--- config.mk ---
export PLATFORM = sky130hd
export DESIGN_NAME = nbcd_ram
export DESIGN_NICKNAME = d
export VERILOG_FILES = /design/src/rtl/core/nbcd_ram.sv
export SDC_FILE = /design/constraint.sdc
export NUM_CORES = 1
export LEC_CHECK = 0
export BUFFER_PORTS_ARGS = -buffer_cell sky130_fd_sc_hd__buf_2
export CAP_MARGIN = 25
export CELL_PAD_IN_SITES_DETAIL_PLACEMENT = 0
export CELL_PAD_IN_SITES_GLOBAL_PLACEMENT = 1
export CORE_ASPECT_RATIO = 0.6
export CORE_MARGIN = 1.5
export CORE_UTILIZATION = 35
export CTS_CLUSTER_SIZE = 20
export DETAILED_ROUTE_END_ITERATION = 8
export PLACE_DENSITY = 0.6
export SLEW_MARGIN = 30
export SYNTH_ARGS = -nofsm -noshare
export SYNTH_HDL_FRONTEND = slang
export SYNTH_SLANG_ARGS = --single-unit
--- constraint.sdc ---
create_clock -name clk_i -period 4.8 [get_ports clk_i]
set_input_delay 0.24 -clock clk_i [delete_from_list [all_inputs] [get_ports clk_i]]
set_output_delay 0.24 -clock clk_i [all_outputs]
set_load 0.01 [all_outputs]
--- src/rtl/core/nbcd_ram.sv ---
// Generic RAM with one write port and two registered read ports.
module nbcd_ram #(
  parameter int unsigned Width = 8,
  parameter int unsigned Depth = 16,
  localparam int unsigned AddrW = $clog2(Depth)
) (
  input  logic             clk_i,
  input  logic             we_i,
  input  logic [AddrW-1:0] waddr_i,
  input  logic [Width-1:0] wdata_i,
  input  logic             re_i,
  input  logic [AddrW-1:0] raddr_a_i,
  input  logic [AddrW-1:0] raddr_b_i,
  output logic [Width-1:0] rdata_a_o,
  output logic [Width-1:0] rdata_b_o
);

  logic [Width-1:0] mem_q [Depth];
  logic [Width-1:0] rdata_a_q;
  logic [Width-1:0] rdata_b_q;

  always_ff @(posedge clk_i) begin
    if (we_i) begin
      mem_q[waddr_i] <= wdata_i;
    end
    if (re_i) begin
      rdata_a_q <= mem_q[raddr_a_i];
      rdata_b_q <= mem_q[raddr_b_i];
    end
  end

  assign rdata_a_o = rdata_a_q;
  assign rdata_b_o = rdata_b_q;

endmodule

# After elaboration in Yosys (flattened, before gate mapping)
# Memories as Yosys holds them, arrays and structs flattened. A register that Yosys moved wholly into a read port is not among the register bits.
# Index checks and enable logic that the tools add are counted.
word_totals:
  out_inout_bits: 16
  ram_bits: 128
  mem_count: 1
  reg_bits: 0
  inputBits: 23
  word_cells: 3
mem_list:
  columns: ["name", "words", "word_bits", "rd", "rd_clocked_by_memory_dff", "wr", "line", "text"]
  rows:
  - ["mem_q", 16, 8, 2, 2, 1, "18", "logic [Width-1:0] mem_q [Depth];"]
classes:
  muxes: 2
op_table:
  columns: ["op", "count"]
  rows:
  - ["$mux W1", 2]

# Logic depth before layout (Yosys ltp)
logic_depth:
  ltp_word: 2
  mapped_depth: 5
  depth_no_buf: 3

# Worst setup path before layout
# No wires, ideal clock.
synth_timing:
  kind: "input to register"
  from: "in waddr_i[2]"
  to: "mem mem_q[0][0], enable pin"
  setup_ns: 0.383
  arrival_ns: 1.350
  path_slack_ns: 3.067
  cell_stages: 2
  required_time_ns: 4.417
  cell_sequence: "or3b_2 nor3_1"
synth_rtl:
  columns: ["element", "line", "text"]
  rows:
  - ["start: declaration", "9", "input logic [AddrW-1:0] waddr_i,"]
  - ["end: declaration", "18", null]
# No word-level cell before the write port.

==> metrics.md <==
| Metric | Value |
|---|---|
| Hold path depth | `1` |
| Setup bufs post-CTS | `0` |
| Flops & latches, synth | `144` |
| Sequential power share | `0.463` |
| Actual slew at the worst max-slew pin | `0.9604 ns` |
| Area Growth Syn to Fin | `15.90%` |
| Reg2reg end | `rdata_b_o[7]$_DFFE_PP_` |
| FF/Latch Area | `4324 µm²` |
| R2R Path Start | `mem_q[3][7]$_DFFE_PP_` |
| Sw Share | `0.2004` |
| Reg2Reg Depth | `3` |
| Global route overflow | `0` |
| Crit path cell chain | `buf_2 -> buf_4 -> mux4_1 -> a22oi_1 -> nand2_1` |
| Worst slew margin | `0.3573` |
| Syn_nets | `330` |
| WHS Endpoint | `mem_q[5][3]$_DFFE_PP_` |
| CTS max path bufs | `2` |
| First-pass GRT wire length | `22.21 mm` |
| GP Congestion | `0.7382` |
| P_int | `2.480 mW` |
| Cell area power density | `411.3 nW/µm²` |
| Routed via count | `3335` |
| Detailed-route DRC error count | `0` |
| Final Cycle Share | `0.4072` |
| Fmax | `0.5116 GHz` |
| Overall Power | `3.102 mW` |
| Hold Buf Count CTS | `0` |
| Hold Crit Class | `primary input to register` |
| RSZ-0062 raised after global routing | `false` |
| ANT nets after route | `0` |
| Pins Over Slew Limit | `0` |
| Hold Startpoint | `wdata_i[3]` |
| Final setup viols | `0` |
| Worst endpoint required time | `4.95 ns` |
| Core area | `18110 µm²` |
| Fin. Hold Viols | `0` |
| Root buf cell | `clkbuf_16` |
| # rows | `38` |
| Worst Clk Skew | `0.01497 ns` |
| Worst-skew pair later-pin latency | `0.41 ns` |
| Final WL | `14.97 mm` |
| DR vias/cell | `5.549` |
| Comb pwr share | `0.066` |
| TritonCTS Buffers | `17` |
| Status | `completed` |
| Share of cells above drive strength 1 | `0.3269` |
| Final setup TNS | `0 ns` |
| Worst VDD drop | `0.2087 mV` |
| Mapped Area | `6506 µm²` |
| Startpoint Class | `primary input` |
| Die X | `179.0 µm` |
| Worst Setup End Kind | `register` |
| Sequential fraction of the synthesis area | `0.6646` |
| DPL Wire Length | `9.884 mm` |
| Sw Pwr | `0.6216 mW` |
| Reg2Reg Setup Slack | `3.26 ns` |
| Aggregate global-route resource usage | `0.1666` |
| Largest net degree at the start of global routing | `33` |
| Filler instances | `1595` |
| Drt wl/cell | `24.91 µm` |
| Worst path buffer plus inverter count | `2` |
| Leakage | `2.516 nW` |
| Max Cap Viol | `0` |
| H-tree levels | `4` |
| Final #Nets | `373` |
| Placed Area | `6879 µm²` |
| CTS clk-pin slew, worst paths | `0.06 ns` |
| Gate count of the mapped netlist | `307` |
| DRT iter0 DRCs | `256` |
| Hold_ws | `0.2026 ns` |
| CTS Sinks | `144` |
| Crit path arrival time | `2.10 ns` |
| Syn. warnings | `0` |
| Antenna cell count | `0` |
| Clk network pwr share | `0.471` |
| Pre-Repair DR Iteration Count | `4` |
| Crit-path max FO | `18` |
| TritonCTS clock tree | `yes` |
| Min Clock Period, post-route | `1.955 ns` |
| Post-cts resize count | `0` |
| Die H | `108.6 µm` |
| Initial core utilization | `0.3592` |
| CP top delay family | `buffers and inverters` |
| Ports | `39` |
| Critical path's slowest cell | `mux4_1` |
| Max incr delay on CP | `0.62 ns` |
| Synth unique cells | `19` |
| Area of the multi-input gates | `2034 µm²` |
| IO Port Bufs | `38` |
| Vias in the first global route | `3359` |
| Initial antenna violation count | `0` |
| Syn_area_per_cell | `21.19 µm²` |
| WS Path Type | `primary input to register` |
| Post-route cell area | `7541 µm²` |
| Die area | `19440 µm²` |
-- synthesized netlist by cell type --
cell / instances / share of area
or3b_2: 1 / 0.0013
nand3_1: 1 / 0.00077
and2b_1: 2 / 0.0023
nor2_1: 14 / 0.0081
mux4_1: 28 / 0.11
nand2b_1: 2 / 0.0019
buf_6: 6 / 0.010
buf_2: 6 / 0.0046
clkdlybuf4s25_2: 6 / 0.0092
nor2b_1: 2 / 0.0019
mux4_4: 2 / 0.0077
and2_1: 2 / 0.0019
nor3_1: 4 / 0.0031
nand3b_1: 2 / 0.0023
mux4_2: 34 / 0.12
nand2_1: 17 / 0.0098
a22oi_1: 32 / 0.037
buf_4: 2 / 0.0023
edfxtp_1: 144 / 0.66
-- logic make-up after synthesis --
logic type,Yosys count,share of synthesized area
flops,144,0.6646
compound gates,32,0.03692
buf+inv,20,0.02654
simple gates,47,0.03346
mux,64,0.2385
-- metrics by stage --
stage / instances / setup slack, ns / util
floorplan: 307 / 3.067 / -
global placement: 571 / 2.395 / 0.3792
detailed placement: 571 / 2.403 / 0.3797
CTS: 601 / 2.824 / 0.4155
global route: 601 / 2.722 / 0.4163
finish: 601 / 2.845 / 0.4163
-- flip-flops by register name (all words and copies together), names as in the netlist --
name	flops
rdata_a_o	8
rdata_b_o	8
mem_q	128
-- how the worst max path moves through the flow --
stage          cells past startpoint          from                endpoint
5_1_grt                            5  raddr_a_i[0]  rdata_a_o[2]$_DFFE_PP_
2_1_floorplan                      2    waddr_i[2]   mem_q[0][0]$_DFFE_PP_
3_5_place_dp                       5  raddr_a_i[0]  rdata_a_o[2]$_DFFE_PP_
3_3_place_gp                       5  raddr_a_i[0]  rdata_a_o[1]$_DFFE_PP_
6_report                           5  raddr_a_i[0]  rdata_a_o[2]$_DFFE_PP_
4_1_cts                            5  raddr_a_i[0]  rdata_a_o[1]$_DFFE_PP_
-- power groups by stage --
stage / logic, mW / clock network [mW] / registers, mW
2_1_floorplan: 0.127 / 0 / 1.46
5_1_grt: 0.222 / 1.54 / 1.44
4_1_cts: 0.207 / 1.48 / 1.44
3_3_place_gp: 0.205 / 0 / 1.46
3_5_place_dp: 0.206 / 0 / 1.46
6_report: 0.204 / 1.46 / 1.44
-- layout by cell type (no fill, tap or decap), types with 2 or more instances in the layout --
master | Yosys | layout
a22oi_1 | 32 | 32
and2_1 | 2 | 2
and2b_1 | 2 | 2
buf_2 | 6 | 38
buf_4 | 2 | 6
bufinv_16 | 0 | 6
clkbuf_1 | 0 | 2
clkbuf_16 | 0 | 17
clkinv_4 | 0 | 2
edfxtp_1 | 144 | 144
mux4_1 | 28 | 28
mux4_2 | 34 | 34
mux4_4 | 2 | 2
nand2_1 | 17 | 17
nand2b_1 | 2 | 2
nand3b_1 | 2 | 2
nor2_1 | 14 | 4
nor2_2 | 0 | 10
nor2b_1 | 2 | 2
nor3_1 | 4 | 4
-- per-layer routing --
layer  vias to the layer above  track usage  routed length [µm]
li1                       1435            -                   -
met2                       118       0.2402                6661
met5                         -            0                   0
met1                      1771       0.2501                7030
met4                         0      0.04524                 127
met3                        11      0.04219                1151
-- area by class of cell --
cell class                      count  area share
Clock buffer                       19     0.05741
Clock inverter                     11     0.02837
Multi-Input combinational cell    143      0.2698
Sequential cell                   144      0.5734
Tap cell                          240     0.03982
Timing Repair Buffer               44     0.03119
Power figures use the tool's default switching activity.
